[src/hdl/lsab_pkg.sv]
// ----------------------------------------------------------------------------
// Least-served list arbiter package
// Shared widths, codes, request and response types and the saturating
// counter arithmetic used by the arbiter.
// ----------------------------------------------------------------------------
package lsab_pkg;

    // Number of queues served by the arbiter.
    localparam int LISTS      = 8;
    localparam int IDX_W      = (LISTS > 1) ? $clog2(LISTS) : 1;
    localparam int LVLS       = $clog2(LISTS);
    localparam int LEAVES     = 1 << LVLS;
    localparam int PCNT_W     = $clog2(LISTS + 1);

    // Fixed field widths.
    localparam int MASK_W     = 8;
    localparam int MASK_IDX_W = $clog2(MASK_W);
    localparam int ACTION_W   = 2;
    localparam int CHOSEN_W   = 3;
    localparam int TOTAL_W    = 19;
    localparam int BOOST_W    = 16;
    localparam int CNT_W      = 32;
    localparam int DELTA_W    = BOOST_W + 2;

    // Configuration port.
    localparam int CFG_IDX_W  = 1;
    localparam int CFG_DATA_W = BOOST_W;
    localparam logic [CFG_IDX_W-1:0] CFG_BOOST_AMOUNT = 1'b0;
    localparam logic [CFG_IDX_W-1:0] CFG_PREF_MASK    = 1'b1;

    typedef enum logic [ACTION_W-1:0] {
        ACT_SELECT     = 2'd0,
        ACT_BOOST_PREF = 2'd1,
        ACT_BOOST_LAST = 2'd2,
        ACT_EVALUATE   = 2'd3
    } t_action;

    typedef logic [CNT_W-1:0] t_cnt;
    typedef t_cnt [LISTS-1:0] t_cnt_arr;

    typedef struct packed {
        t_action           action;
        logic [MASK_W-1:0] nonempty_mask;
        logic [MASK_W-1:0] dead_mask;
        logic [MASK_W-1:0] reliable_mask;
    } t_req;

    typedef struct packed {
        logic [CHOSEN_W-1:0] chosen_queue;
        logic                found;
        logic [TOTAL_W-1:0]  boost_sum;
        logic                is_dead;
        logic                dead_reliable;
    } t_rsp;

    // Winner of the selection tree.
    typedef struct packed {
        logic             found;
        logic [IDX_W-1:0] idx;
    } t_sel;

    // Update command from the top level to the counter bank.
    typedef struct packed {
        logic              en;
        t_action           action;
        t_sel              sel;
        logic [BOOST_W-1:0] boost;
        logic [MASK_W-1:0] pref_mask;
    } t_cnt_cmd;

    // Queue i has a mask bit only below the mask width.
    function automatic logic mask_bit(input logic [MASK_W-1:0] m, input int i);
        logic [MASK_IDX_W-1:0] b;
        b = i[MASK_IDX_W-1:0];
        return (i < MASK_W) ? m[b] : 1'b0;
    endfunction

    // Signed add that clips at the 32-bit counter bounds.
    function automatic t_cnt sat_add(input t_cnt c, input logic signed [DELTA_W-1:0] d);
        logic signed [CNT_W+1:0] s;
        t_cnt                    r;
        s = (CNT_W+2)'($signed(c)) + (CNT_W+2)'(d);
        if (s[CNT_W+1:CNT_W-1] != 3'b000 && s[CNT_W+1:CNT_W-1] != 3'b111) begin
            r = s[CNT_W+1] ? {1'b1, {(CNT_W-1){1'b0}}} : {1'b0, {(CNT_W-1){1'b1}}};
        end else begin
            r = s[CNT_W-1:0];
        end
        return r;
    endfunction

endpackage

[src/hdl/lsab_req_if.sv]
// ----------------------------------------------------------------------------
// Arbiter request channel
// Valid/ready channel carrying one arbiter request.
// ----------------------------------------------------------------------------
interface lsab_req_if;
    import lsab_pkg::*;

    logic                valid;
    logic                ready;
    logic [ACTION_W-1:0] action;
    logic [MASK_W-1:0]   nonempty_mask;
    logic [MASK_W-1:0]   dead_mask;
    logic [MASK_W-1:0]   reliable_mask;

    modport source (
        output valid, action, nonempty_mask, dead_mask, reliable_mask,
        input  ready
    );
    modport sink (
        input  valid, action, nonempty_mask, dead_mask, reliable_mask,
        output ready
    );
endinterface

[src/hdl/lsab_rsp_if.sv]
// ----------------------------------------------------------------------------
// Arbiter response channel
// Valid/ready channel carrying one arbiter response.
// ----------------------------------------------------------------------------
interface lsab_rsp_if;
    import lsab_pkg::*;

    logic                valid;
    logic                ready;
    logic [CHOSEN_W-1:0] chosen_queue;
    logic                found;
    logic [TOTAL_W-1:0]  boost_sum;
    logic                is_dead;
    logic                dead_reliable;

    modport source (
        output valid, chosen_queue, found, boost_sum, is_dead, dead_reliable,
        input  ready
    );
    modport sink (
        input  valid, chosen_queue, found, boost_sum, is_dead, dead_reliable,
        output ready
    );
endinterface

[src/hdl/least_served_list_arbiter_with_boost_top.sv]
// ----------------------------------------------------------------------------
// Least-served list arbiter with boost
// Top level: request register, single compute stage and response register.
// ----------------------------------------------------------------------------
// The arbiter takes one request per clock cycle while the response side
// drains, and returns exactly one response per request, in order. A request
// is captured in the input register, worked out by the compare tree and the
// counter update, and its response is held in the output register.
// Throughput is one request per cycle while the sink is ready, set by the
// single read-modify-write of the priority counter bank in the compute
// stage; a stalled sink holds the response and then the input register
// before backpressure reaches the request side. Configuration writes take
// effect at the next clock edge; the user must make them while no request
// is in flight, which the block itself does not enforce.
module least_served_list_arbiter_with_boost_top (
    input  logic                              i_clk,
    input  logic                              i_rst_n,
    lsab_req_if.sink                          i_req,
    lsab_rsp_if.source                        o_rsp,
    input  logic                              i_cfg_we,
    input  logic [lsab_pkg::CFG_IDX_W-1:0]    i_cfg_idx,
    input  logic [lsab_pkg::CFG_DATA_W-1:0]   i_cfg_data
);
    import lsab_pkg::*;

    logic [BOOST_W-1:0] r_boost;
    logic [MASK_W-1:0]  r_pref_mask;
    logic               r_in_valid;
    t_req               r_in;
    logic               r_out_valid;
    t_rsp               r_out;
    t_rsp               n_rsp;
    logic               advance;
    t_cnt_arr           cnt;
    t_sel               sel;
    t_cnt_cmd           cmd;
    logic [PCNT_W-1:0]  pref_cnt;
    logic [TOTAL_W-1:0] total;
    logic               all_dead;
    logic               rel;

    // Configuration registers.
    always_ff @(posedge i_clk) begin
        if (!i_rst_n) begin
            r_boost     <= '0;
            r_pref_mask <= '0;
        end else if (i_cfg_we) begin
            case (i_cfg_idx)
                CFG_BOOST_AMOUNT: r_boost     <= i_cfg_data[BOOST_W-1:0];
                CFG_PREF_MASK:    r_pref_mask <= i_cfg_data[MASK_W-1:0];
                default: begin
                end
            endcase
        end
    end

    // The compute stage moves on when the response register is free or drains.
    assign advance     = r_in_valid && (!r_out_valid || o_rsp.ready);
    assign i_req.ready = !r_in_valid || advance;

    // Request register.
    always_ff @(posedge i_clk) begin
        if (!i_rst_n) begin
            r_in_valid <= 1'b0;
        end else if (i_req.valid && i_req.ready) begin
            r_in_valid <= 1'b1;
        end else if (advance) begin
            r_in_valid <= 1'b0;
        end
    end

    always_ff @(posedge i_clk) begin
        if (i_req.valid && i_req.ready) begin
            r_in.action        <= t_action'(i_req.action);
            r_in.nonempty_mask <= i_req.nonempty_mask;
            r_in.dead_mask     <= i_req.dead_mask;
            r_in.reliable_mask <= i_req.reliable_mask;
        end
    end

    lsab_select u_select (
        .i_cnt           (cnt),
        .i_nonempty_mask (r_in.nonempty_mask),
        .o_sel           (sel)
    );

    // Counter update command for the request in the compute stage.
    always_comb begin
        cmd.en        = advance;
        cmd.action    = r_in.action;
        cmd.sel       = sel;
        cmd.boost     = r_boost;
        cmd.pref_mask = r_pref_mask;
    end

    lsab_counters u_counters (
        .i_clk   (i_clk),
        .i_rst_n (i_rst_n),
        .i_cmd   (cmd),
        .o_cnt   (cnt)
    );

    // Boost total and dead-end fold.
    always_comb begin
        pref_cnt = '0;
        all_dead = 1'b1;
        rel      = 1'b0;
        for (int i = 0; i < LISTS; i++) begin
            pref_cnt = pref_cnt + PCNT_W'(mask_bit(r_pref_mask, i));
            if (mask_bit(r_in.dead_mask, i)) begin
                if (mask_bit(r_in.reliable_mask, i)) begin
                    rel = 1'b1;
                end
            end else begin
                all_dead = 1'b0;
            end
        end
        total = TOTAL_W'(pref_cnt) * TOTAL_W'(r_boost);
    end

    // Response for the request in the compute stage.
    always_comb begin
        n_rsp = '0;
        case (r_in.action)
            ACT_SELECT: begin
                n_rsp.found        = sel.found;
                n_rsp.chosen_queue = CHOSEN_W'(sel.idx);
            end
            ACT_BOOST_PREF: begin
                n_rsp.boost_sum = total;
            end
            ACT_EVALUATE: begin
                n_rsp.is_dead       = rel || all_dead;
                n_rsp.dead_reliable = rel;
            end
            default: begin
            end
        endcase
    end

    // Response register.
    always_ff @(posedge i_clk) begin
        if (!i_rst_n) begin
            r_out_valid <= 1'b0;
        end else if (advance) begin
            r_out_valid <= 1'b1;
        end else if (o_rsp.ready) begin
            r_out_valid <= 1'b0;
        end
    end

    always_ff @(posedge i_clk) begin
        if (advance) begin
            r_out <= n_rsp;
        end
    end

    assign o_rsp.valid         = r_out_valid;
    assign o_rsp.chosen_queue  = r_out.chosen_queue;
    assign o_rsp.found         = r_out.found;
    assign o_rsp.boost_sum     = r_out.boost_sum;
    assign o_rsp.is_dead       = r_out.is_dead;
    assign o_rsp.dead_reliable = r_out.dead_reliable;

endmodule

[src/hdl/lsab_select.sv]
// ----------------------------------------------------------------------------
// Least-served selection tree
// Finds the non-empty queue with the lowest signed counter through a
// binary compare tree; ties go to the lower queue index.
// ----------------------------------------------------------------------------
module lsab_select (
    input  lsab_pkg::t_cnt_arr            i_cnt,
    input  logic [lsab_pkg::MASK_W-1:0]   i_nonempty_mask,
    output lsab_pkg::t_sel                o_sel
);
    import lsab_pkg::*;

    typedef struct packed {
        logic             valid;
        logic [IDX_W-1:0] idx;
        t_cnt             cnt;
    } t_node;

    t_node lvl [0:LVLS][0:LEAVES-1];

    always_comb begin
        t_node a;
        t_node b;
        lvl = '{default: '0};
        // Leaves: one per queue, padded up to a power of two.
        for (int j = 0; j < LEAVES; j++) begin
            if (j < LISTS) begin
                lvl[0][j].valid = mask_bit(i_nonempty_mask, j);
                lvl[0][j].idx   = IDX_W'(j);
                lvl[0][j].cnt   = i_cnt[j];
            end
        end
        // Each level keeps a valid left node unless a valid right one is strictly lower.
        for (int l = 0; l < LVLS; l++) begin
            for (int j = 0; j < (LEAVES >> (l + 1)); j++) begin
                a = lvl[l][2*j];
                b = lvl[l][2*j+1];
                if (a.valid && (!b.valid || $signed(a.cnt) <= $signed(b.cnt))) begin
                    lvl[l+1][j] = a;
                end else begin
                    lvl[l+1][j] = b;
                end
            end
        end
    end

    assign o_sel.found = lvl[LVLS][0].valid;
    assign o_sel.idx   = lvl[LVLS][0].valid ? lvl[LVLS][0].idx : '0;

endmodule

[src/hdl/lsab_counters.sv]
// ----------------------------------------------------------------------------
// Priority counter bank
// Holds the per-queue signed priority counters and the last used queue,
// and applies select and boost updates with saturation.
// ----------------------------------------------------------------------------
module lsab_counters (
    input  logic               i_clk,
    input  logic               i_rst_n,
    input  lsab_pkg::t_cnt_cmd i_cmd,
    output lsab_pkg::t_cnt_arr o_cnt
);
    import lsab_pkg::*;

    t_cnt_arr         r_cnt;
    t_cnt_arr         n_cnt;
    logic [IDX_W-1:0] r_last;
    logic [IDX_W-1:0] n_last;
    logic signed [DELTA_W-1:0] boost_neg;

    assign boost_neg = -$signed({2'b00, i_cmd.boost});

    // Next counter values for the request in the compute stage.
    always_comb begin
        n_cnt  = r_cnt;
        n_last = r_last;
        if (i_cmd.en) begin
            case (i_cmd.action)
                ACT_SELECT: begin
                    if (i_cmd.sel.found) begin
                        n_last = i_cmd.sel.idx;
                        for (int i = 0; i < LISTS; i++) begin
                            if (i_cmd.sel.idx == IDX_W'(i)) begin
                                n_cnt[i] = sat_add(r_cnt[i], DELTA_W'(1));
                            end
                        end
                    end
                end
                ACT_BOOST_PREF: begin
                    for (int i = 0; i < LISTS; i++) begin
                        if (mask_bit(i_cmd.pref_mask, i)) begin
                            n_cnt[i] = sat_add(r_cnt[i], boost_neg);
                        end
                    end
                end
                ACT_BOOST_LAST: begin
                    for (int i = 0; i < LISTS; i++) begin
                        if (r_last == IDX_W'(i)) begin
                            n_cnt[i] = sat_add(r_cnt[i], boost_neg);
                        end
                    end
                end
                default: begin
                end
            endcase
        end
    end

    // Counter and last-used registers.
    always_ff @(posedge i_clk) begin
        if (!i_rst_n) begin
            r_cnt  <= '0;
            r_last <= '0;
        end else begin
            r_cnt  <= n_cnt;
            r_last <= n_last;
        end
    end

    assign o_cnt = r_cnt;

endmodule

[src/flat_wrapper.sv]
// flat-port wrapper written by rule: the top's interface ports become plain ports
module least_served_list_arbiter_with_boost_top_flat import lsab_pkg::*;
  (i_clk, i_rst_n, i_cfg_we, i_cfg_idx, i_cfg_data, i_req_valid, i_req_action, i_req_nonempty_mask, i_req_dead_mask, i_req_reliable_mask, i_req_ready, o_rsp_valid, o_rsp_chosen_queue, o_rsp_found, o_rsp_boost_sum, o_rsp_is_dead, o_rsp_dead_reliable, o_rsp_ready);
  lsab_req_if i_req_i ();
  lsab_rsp_if o_rsp_i ();
  input  logic i_clk;
  input  logic i_rst_n;
  input  logic i_cfg_we;
  input  logic [lsab_pkg::CFG_IDX_W-1:0] i_cfg_idx;
  input  logic [lsab_pkg::CFG_DATA_W-1:0] i_cfg_data;
  input wire logic [$bits(i_req_i.valid)-1:0] i_req_valid;
  input wire logic [$bits(i_req_i.action)-1:0] i_req_action;
  input wire logic [$bits(i_req_i.nonempty_mask)-1:0] i_req_nonempty_mask;
  input wire logic [$bits(i_req_i.dead_mask)-1:0] i_req_dead_mask;
  input wire logic [$bits(i_req_i.reliable_mask)-1:0] i_req_reliable_mask;
  output wire logic [$bits(i_req_i.ready)-1:0] i_req_ready;
  output wire logic [$bits(o_rsp_i.valid)-1:0] o_rsp_valid;
  output wire logic [$bits(o_rsp_i.chosen_queue)-1:0] o_rsp_chosen_queue;
  output wire logic [$bits(o_rsp_i.found)-1:0] o_rsp_found;
  output wire logic [$bits(o_rsp_i.boost_sum)-1:0] o_rsp_boost_sum;
  output wire logic [$bits(o_rsp_i.is_dead)-1:0] o_rsp_is_dead;
  output wire logic [$bits(o_rsp_i.dead_reliable)-1:0] o_rsp_dead_reliable;
  input wire logic [$bits(o_rsp_i.ready)-1:0] o_rsp_ready;
  assign i_req_i.valid = i_req_valid;
  assign i_req_i.action = i_req_action;
  assign i_req_i.nonempty_mask = i_req_nonempty_mask;
  assign i_req_i.dead_mask = i_req_dead_mask;
  assign i_req_i.reliable_mask = i_req_reliable_mask;
  assign i_req_ready = i_req_i.ready;
  assign o_rsp_valid = o_rsp_i.valid;
  assign o_rsp_chosen_queue = o_rsp_i.chosen_queue;
  assign o_rsp_found = o_rsp_i.found;
  assign o_rsp_boost_sum = o_rsp_i.boost_sum;
  assign o_rsp_is_dead = o_rsp_i.is_dead;
  assign o_rsp_dead_reliable = o_rsp_i.dead_reliable;
  assign o_rsp_i.ready = o_rsp_ready;
  least_served_list_arbiter_with_boost_top u_core (.i_clk(i_clk), .i_rst_n(i_rst_n), .i_req(i_req_i), .o_rsp(o_rsp_i), .i_cfg_we(i_cfg_we), .i_cfg_idx(i_cfg_idx), .i_cfg_data(i_cfg_data));
endmodule
[config.mk]
export PLATFORM = sky130hd
export DESIGN_NAME = least_served_list_arbiter_with_boost_top_flat
export DESIGN_NICKNAME = d
export VERILOG_FILES = /design/src/hdl/lsab_pkg.sv /design/src/hdl/lsab_req_if.sv /design/src/hdl/lsab_rsp_if.sv /design/src/hdl/least_served_list_arbiter_with_boost_top.sv /design/src/hdl/lsab_select.sv /design/src/hdl/lsab_counters.sv /design/src/flat_wrapper.sv
export SDC_FILE = /design/constraint.sdc
export NUM_CORES = 2
export LEC_CHECK = 0
export ABC_AREA = 1
export BUFFER_PORTS_ARGS = -buffer_cell sky130_fd_sc_hd__buf_4
export CAP_MARGIN = 20
export CORE_ASPECT_RATIO = 1.1
export CORE_UTILIZATION = 25
export DETAILED_ROUTE_END_ITERATION = 16
export PLACE_DENSITY = 0.48
export SYNTH_ARGS = -nofsm -noshare
export SYNTH_HDL_FRONTEND = slang
export SYNTH_SLANG_ARGS = --single-unit
export TNS_END_PERCENT = 100
[constraint.sdc]
create_clock -name i_clk -period 24 [get_ports i_clk]
set_input_delay 1.2 -clock i_clk [delete_from_list [all_inputs] [get_ports i_clk]]
set_output_delay 1.2 -clock i_clk [all_outputs]
set_load 0.01 [all_outputs]
**Word-level counts from Yosys, hierarchy flattened**

Index checks and enable logic that the tools add are counted.

- Multiply operators: 1
- Magnitude comparators: 7
- Div/mod/pow operators: 0
- Eq/ne operators: 58
- Bitwise logic cells: 1
- Add/sub/neg operators: 24
- Shift-type cells: 0
- Reduce and logical (&&, ||, !) cells: 77
- Mux-type cells: 94

Operators with widths:

| operator | number |
|---|---|
| two-way mux 32 bit | 56 |
| case mux 256 bit (3 select lines) | 1 |
| adder 32 x 18 -> 33 bit | 8 |
| adder 32 x 2 -> 33 bit (second input constant) | 8 |
| two-way mux 256 bit | 1 |
| two-way mux 36 bit | 7 |
| less-or-equal comparator 32 bit | 7 |
| nonzero test 3 bit | 17 |
| != test 3 bit (second input constant) | 16 |
| AND reduction 6 bit | 8 |
| != test 2 bit (second input constant) | 16 |
| two-way mux 1 bit | 28 |
| logical AND 1 bit | 25 |
| adder 4 x 1 -> 4 bit | 6 |
| equality test 3 bit (second input constant) | 8 |
| multiplier 4 x 16 -> 19 bit | 1 |
| != test 2 x 1 -> 1 bit (second input constant) | 9 |
| negator 16 -> 18 bit | 1 |
| equality test 3 x 2 -> 1 bit (second input constant) | 4 |
| logical OR 1 bit | 10 |
| zero test 1 bit | 9 |
| equality test 3 x 1 -> 1 bit (second input constant) | 2 |
| zero test 3 bit | 2 |
| equality test 2 bit (second input constant) | 2 |
| 8 further kinds | 10 |

- Memories: 0
- ROM bits: 0
- Bits of input ports: 48
- Register bits: 336
- RAM bits: 0
- Output and inout bits: 27
- Logic and storage cells: 284
- Latch bits: 0

**Logic depth before layout (Yosys ltp)**

- Word-level depth: 17
- Gate-level depth with buffers: 61
- Depth with buffers taken out: 57

**Modules after synthesis**

Synthesis repeated with hierarchy kept, for this count alone.

- Cell total of the unflattened synthesis: 9059
- Area, all modules: 52226.3 um2

By module, submodules not included:

| module | sequential area each (um2) | area each (um2) | cells each | instances |
|---|---|---|---|---|
| lsab_counters | 5185.0 | 38672.1 | 6961 | 1 |
| lsab_select | 0.0 | 8510.7 | 1474 | 1 |
| least_served_list_arbiter_with_boost_top | 2052.0 | 5043.6 | 624 | 1 |

**Worst setup path before layout**

No wires, ideal clock.

- Path type: flip-flop to flip-flop
- Start: reg u_core.r_boost[0]
- End: reg u_core.u_counters.r_cnt, in the netlist u_core.u_counters.o_cnt[119]
- Arrival: 8.787 ns
- Stages on the path, launching flop included: 26
- Library setup time: 0.113 ns
- Required time: 23.887 ns
- Buffers on the path: 2
- Setup slack: 15.101 ns
- Cell sequence: dfxtp_1 > nor3_1 > nand3_1 > nor3_1 > nand3_1 > nor3_1 > nand4_1 > ha_1 > nand2_1 > nor4_1 > nand4_1 > nand3_1 > a21o_1 > a21oi_1 > o41ai_1 > xor2_1 > ha_1 > clkbuf_1 > buf_1 > a21oi_1 > o21ai_0 > nand2_1 > nand2_1 > nand2_1 > nor2_1 > nor2_1

- Longest elaborated chain between the ends: 7
- Elaborated cells between the ends (all ways): 10
- Those cells by class: add/sub (2); eq/ne (1); mux (5); reduce/logical (2)

RTL lines:

| element | line | text |
|---|---|---|
| start: declaration | least_served_list_arbiter_with_boost_top.sv:26 | `logic [BOOST_W-1:0] r_boost;` |
| start signal: assignment | least_served_list_arbiter_with_boost_top.sv:49 | `CFG_BOOST_AMOUNT: r_boost <= i_cfg_data[BOOST_W-1:0];` |
| negator 16 -> 18 bit * | lsab_counters.sv:20 | `assign boost_neg = -$signed({2'b00, i_cmd.boost});` |
| adder 32 x 18 -> 33 bit * | lsab_pkg.sv:82 | `s = (CNT_W+2)'($signed(c)) + (CNT_W+2)'(d);` |
| != test 3 bit or nonzero test 3 bit (tied branches) | lsab_pkg.sv:83 | `if (s[CNT_W+1:CNT_W-1] != 3'b000 && s[CNT_W+1:CNT_W-1] != 3'b111) begin` |
| logical AND 1 bit | lsab_pkg.sv:83 |  |
| two-way mux 32 bit * | lsab_pkg.sv:83 |  |
| two-way mux 32 bit, on equally long branches | lsab_counters.sv:47, lsab_counters.sv:40 |  |
| case mux 256 bit (3 select lines) * | lsab_counters.sv:27 | `case (i_cmd.action)` |
| end signal: assignment | lsab_counters.sv:64 | `r_cnt <= n_cnt;` |
| end: declaration | lsab_counters.sv:14 | `t_cnt_arr r_cnt;` |

Every way passes the cells marked *; elsewhere a longest branch is shown, timed or not. The select of a mux whose other input is x is not followed.
A chain may end at the register's enable or synchronous reset.

**Final worst setup path**

- Start: reg u_core.u_counters.r_cnt, in the netlist u_core.u_counters.o_cnt[103]
- End: reg u_core.u_counters.r_cnt, in the netlist u_core.u_counters.o_cnt[46]

- Longest elaborated chain between the ends: 16
- Elaborated cells between the ends (all ways): 18
- Those cells by class: order compare (3); eq/ne (3); mux (4); reduce/logical (8)

RTL lines:

| element | line | text |
|---|---|---|
| less-or-equal comparator 32 bit | lsab_select.sv:38 | `if (a.valid && (!b.valid \|\| $signed(a.cnt) <= $signed(b.cnt))) begin` |
| logical OR 1 bit | lsab_select.sv:38 |  |
| logical AND 1 bit | lsab_select.sv:38 |  |
| two-way mux 36 bit * | lsab_select.sv:38 |  |
| less-or-equal comparator 32 bit or zero test 1 bit (tied branches) | lsab_select.sv:38 |  |
| logical OR 1 bit | lsab_select.sv:38 |  |
| logical AND 1 bit | lsab_select.sv:38 |  |
| two-way mux 36 bit * | lsab_select.sv:38 |  |
| less-or-equal comparator 32 bit | lsab_select.sv:38 |  |
| logical OR 1 bit | lsab_select.sv:38 |  |
| logical AND 1 bit | lsab_select.sv:38 |  |
| two-way mux 36 bit * | lsab_select.sv:38 |  |
| two-way mux 3 bit | lsab_select.sv:48 | `assign o_sel.idx = lvl[LVLS][0].valid ? lvl[LVLS][0].idx : '0;` |
| equality test 3 x 1 -> 1 bit | lsab_counters.sv:32 | `if (i_cmd.sel.idx == IDX_W'(i)) begin` |
| != test 2 bit (no line) | -- |  |
| AND reduction 6 bit (no line) * | -- |  |

Every way passes the cells marked *; elsewhere a longest branch is shown, timed or not.

==> results by stage <==
Clock network:
- The latest clock arrival within the worst-skew pair is approximately 0.68 ns.
- The maximum level of the CTS H-tree is 2.
- TritonCTS created 48 clock buffers.
- The clock net in this run drives a total of between 300 and 400 sinks.
- The clock passes through at most 3 buffers.
- The number of gates resized after CTS was 0.
- After clock tree synthesis, the flow added hold-fix buffers numbering 0.
- The clock root buffer is sky130_fd_sc_hd__clkbuf_16.
- TritonCTS built the clock tree.
- Buffers added to address setup during post-CTS repair amount to 0.
- The clock-pin slew of the registers on the worst-case setup and hold paths is roughly 0.060 ns.

Setup path:
- Grouping stages by cell kind, the critical path spends the most delay in simple AND/OR/NAND/NOR gates.
- STA classifies the critical path startpoint as a flop.
- The number of buffers and inverters on the critical path is 3.
- The required time at the endpoint of the critical path is around 25 ns.
- The worst-path cell with the longest stage delay is sky130_fd_sc_hd__o21ai_0.
- By instance count, the cell type seen most on the critical path is sky130_fd_sc_hd__nand2_1.
- The worst setup path is captured at a flop.
- The kind of critical path is reg -> reg.
- The worst path arrival time is between 9 and 10 ns.
- In this run the worst path has a maximum fanout of 65.
- On the worst path, the slowest cell contributes a delay of around 1.2 ns.

Placement:
- The wire-length estimate of the detail-placed layout is 144000 um.
- The number of I/O port buffers is 74.
- The congestion estimate from routability-driven global placement came to between 0.9 and 1.

Finish:
- The share of cells above drive strength 1 is roughly 4.4%.
- The final core utilization is 27.8%.
- The area growth from synthesis to layout is 10.2%.
- The final net count is around 8700.
- The library cells used most frequently in the layout, excluding fill and tap cells, are 2352 x sky130_fd_sc_hd__nand2_1, 1008 x sky130_fd_sc_hd__nor2_1, 842 x sky130_fd_sc_hd__inv_1, 788 x sky130_fd_sc_hd__a21oi_1, 649 x sky130_fd_sc_hd__o21ai_0.
- Fill cells in the final layout number ~21000.
- The library cell used most frequently in the layout, excluding fill and tap cells, is sky130_fd_sc_hd__nand2_1.

GRT:
- The wire length of the first global-routing pass is between 200000 and 300000 um.
- Entering global routing, the biggest net connects roughly 130 pins.
- The initial antenna violation count is 10.
- Across every metal layer, demand over resource in global routing totals 18.6%.
- The number of global-route vias before repair is just under 50000.
- After global routing the overflow that remains totals 0.

Floorplanning:
- The die is about 460 um tall.
- The floorplan die area is slightly below 0.2 mm^2.
- In this run the count of I/O pins placed on the die edge is 75.
- The die is 418 um wide.
- The floorplan step defined a core boundary enclosing 0.189 mm^2.
- The floorplan has roughly 170 rows.
- The effective utilization at floorplan is ~25%.

Logic synthesis:
- The number of instances in the synthesized netlist is around 8000.
- The share of Yosys cell area claimed by the top area cell type is 18.6%.
- The count of distinct cell types in the synthesized netlist is 65.
- The register area share after synthesis is around 15%.
- The share of flip-flops with an asynchronous set or reset after synthesis is 0%.
- Counting flops and latches in the post-synthesis netlist gives approximately 340.
- A synthesized cell averages between 5 and 6 um^2.
- The library cell with the largest summed area after synthesis is sky130_fd_sc_hd__nand2_1.
- Yosys attributes the largest share of cell area to sky130_fd_sc_hd__nand2_1 19%, sky130_fd_sc_hd__ha_1 14%, sky130_fd_sc_hd__dfxtp_1 12%.
- The Yosys step of the flow raised 0 warnings.
- The number of nets handed over by synthesis was approximately 9000.
- The post-synth design cell area is ~0.048 mm^2.
- The number of enable-type register cells in the synthesized netlist is 51.
- For this run, the leading register cell type out of synthesis is sky130_fd_sc_hd__dfxtp_1.

STA:
- The final cycle utilization of the critical path is a little under two fifths.
- The setup TNS is 0 ns.
- Across the routed clock network, the largest skew measured is 0.0458 ns.
- The relative max-transition margin is a little under a fifth.
- The timing-limited maximum frequency is roughly 110 MHz.
- The number of setup violations in the final report is 0.
- The number of pins exceeding their max-slew limit in the final report is 0.
- At the pin with the least slew margin, the transition time is around 1.2 ns.
- Setup repair after global routing left no endpoint under its margin.
- The number of hold violations in the final report is 0.
- The minimum clock period after layout is roughly 8.9 ns.

Run status:
- The flow ran to the end, and the final reports show no timing, DRC or antenna violations.

Detailed routing:
- The number of search-and-repair iterations in the first detailed-routing pass is 5.
- Dividing the detail-routed wire length by the instance count gives 17.4 um.
- The first routing iteration left 3660 violations.
- The number of vias per cell is ~4.9.
- The total detailed-routing wirelength is roughly 180000 um.
- The count of nets left with antenna violations once routing finished came out at 0.
- The final route contains 52258 vias.
- In the routed design, unresolved DRC markers number 0.

Flow run:
- The number of violations of the max-capacitance limit is 0.

Hold path:
- The class of the tightest hold or removal check is reg -> reg.
## kinds of logic (layout without fill, tap and decap cells)
| family | after synthesis | count (layout) | share of synthesized area [%] |
|---|---|---|---|
| fa+ha+maj | 587 | 587 | 16.1 |
| buf+inv | 1121 | 1081 | 9.15 |
| xor+xnor | 188 | 188 | 3.46 |
| simple gates | 4165 | 4165 | 36.2 |
| compound gates | 1750 | 1750 | 19.9 |
| other cells | 0 | 2 | 0 |
| flops | 336 | 336 | 15.2 |
## final cells by class
type	count	area, um^2	area share, %
Inverter	862	3240	6.17
Sequential cell	336	7240	13.8
Antenna cell	2	5.00	0.00954
Clock inverter	30	399	0.761
Clock buffer	57	1280	2.45
Tap cell	2535	3170	6.04
Multi-Input combinational cell	6690	36100	68.8
Timing Repair Buffer	132	1040	1.98
## metal layers
layer | routed length [um] | share of wire, % | GRT usage, % | vias to the layer above
li1 | - | - | - | 26830
met1 | 83600 | 45 | 23.9 | 24083
met2 | 86300 | 47 | 31.8 | 1118
met3 | 6500 | 3.5 | 1.52 | 227
met4 | 8370 | 4.5 | 7.99 | 0
met5 | 0 | 0 | 0 | -
## cell usage after synthesis (69+ instances only)
master / n
sky130_fd_sc_hd__nor4_1: 69
sky130_fd_sc_hd__nand2_1: 2354
sky130_fd_sc_hd__nor2_1: 1010
sky130_fd_sc_hd__nand3_1: 346
sky130_fd_sc_hd__nand4_1: 80
sky130_fd_sc_hd__dfxtp_1: 285
sky130_fd_sc_hd__inv_1: 842
sky130_fd_sc_hd__xor2_1: 170
sky130_fd_sc_hd__clkbuf_1: 153
sky130_fd_sc_hd__ha_1: 547
sky130_fd_sc_hd__a21oi_1: 788
sky130_fd_sc_hd__nor3_1: 148
sky130_fd_sc_hd__o21ai_0: 649
sky130_fd_sc_hd__buf_2: 81
sky130_fd_sc_hd__a31oi_1: 87
## flip-flops by register name (all words and copies together), names as in the netlist
| register | flops |
|---|---|
| u_core.r_boost | 16 |
| u_core.o_rsp.chosen_queue | 3 |
| u_core.o_rsp.valid | 1 |
| u_core.r_in | 24 |
| u_core.r_pref_mask | 8 |
| u_core.r_in_valid | 1 |
| u_core.u_counters.r_last | 3 |
| u_core.o_rsp.boost_sum | 19 |
| u_core.u_counters.o_cnt | 256 |
| u_core.cmd | 2 |
| u_core.o_rsp.is_dead | 1 |
| u_core.o_rsp.found | 1 |
| u_core.o_rsp.dead_reliable | 1 |
## worst reg2reg max path: cells and delay by family (launching register included)
family / cells / cell delay [ns]
adder cells (fa/ha/maj): 3 / 1.18
AO/OA/AOI/OAI: 8 / 2.51
AND/OR/NAND/NOR: 22 / 3.81
flip-flops: 1 / 0.48
buffers and inverters: 3 / 0.82
## through the flow
step / hold slack (ns) / std cells / worst slack, ns / area [um^2]
floorplan: 0.462 / 8147 / 15.10 / 47600
global placement: 0.494 / 10552 / 15.33 / 50700
detailed placement: 0.505 / 10553 / 15.22 / 50700
CTS: 0.514 / 10640 / 15.18 / 52400
global route: 0.553 / 10643 / 14.29 / 52500
finish: 0.512 / 10644 / 15.09 / 52500
## worst paths after layout
kind              cells past startpoint  slack [ns]                         start                          end
hold reg to reg                       2        0.51            u_core.o_rsp.valid           u_core.o_rsp.valid
setup / recovery                     36       15.09  u_core.u_counters.o_cnt[103]  u_core.u_counters.o_cnt[46]
setup reg to reg                     36       15.09  u_core.u_counters.o_cnt[103]  u_core.u_counters.o_cnt[46]
hold / removal                        2        0.51            u_core.o_rsp.valid           u_core.o_rsp.valid
Power is left out: the tool's default activity adds up to more than one toggle a clock period on the data nets, which glitch-free logic cannot reach.
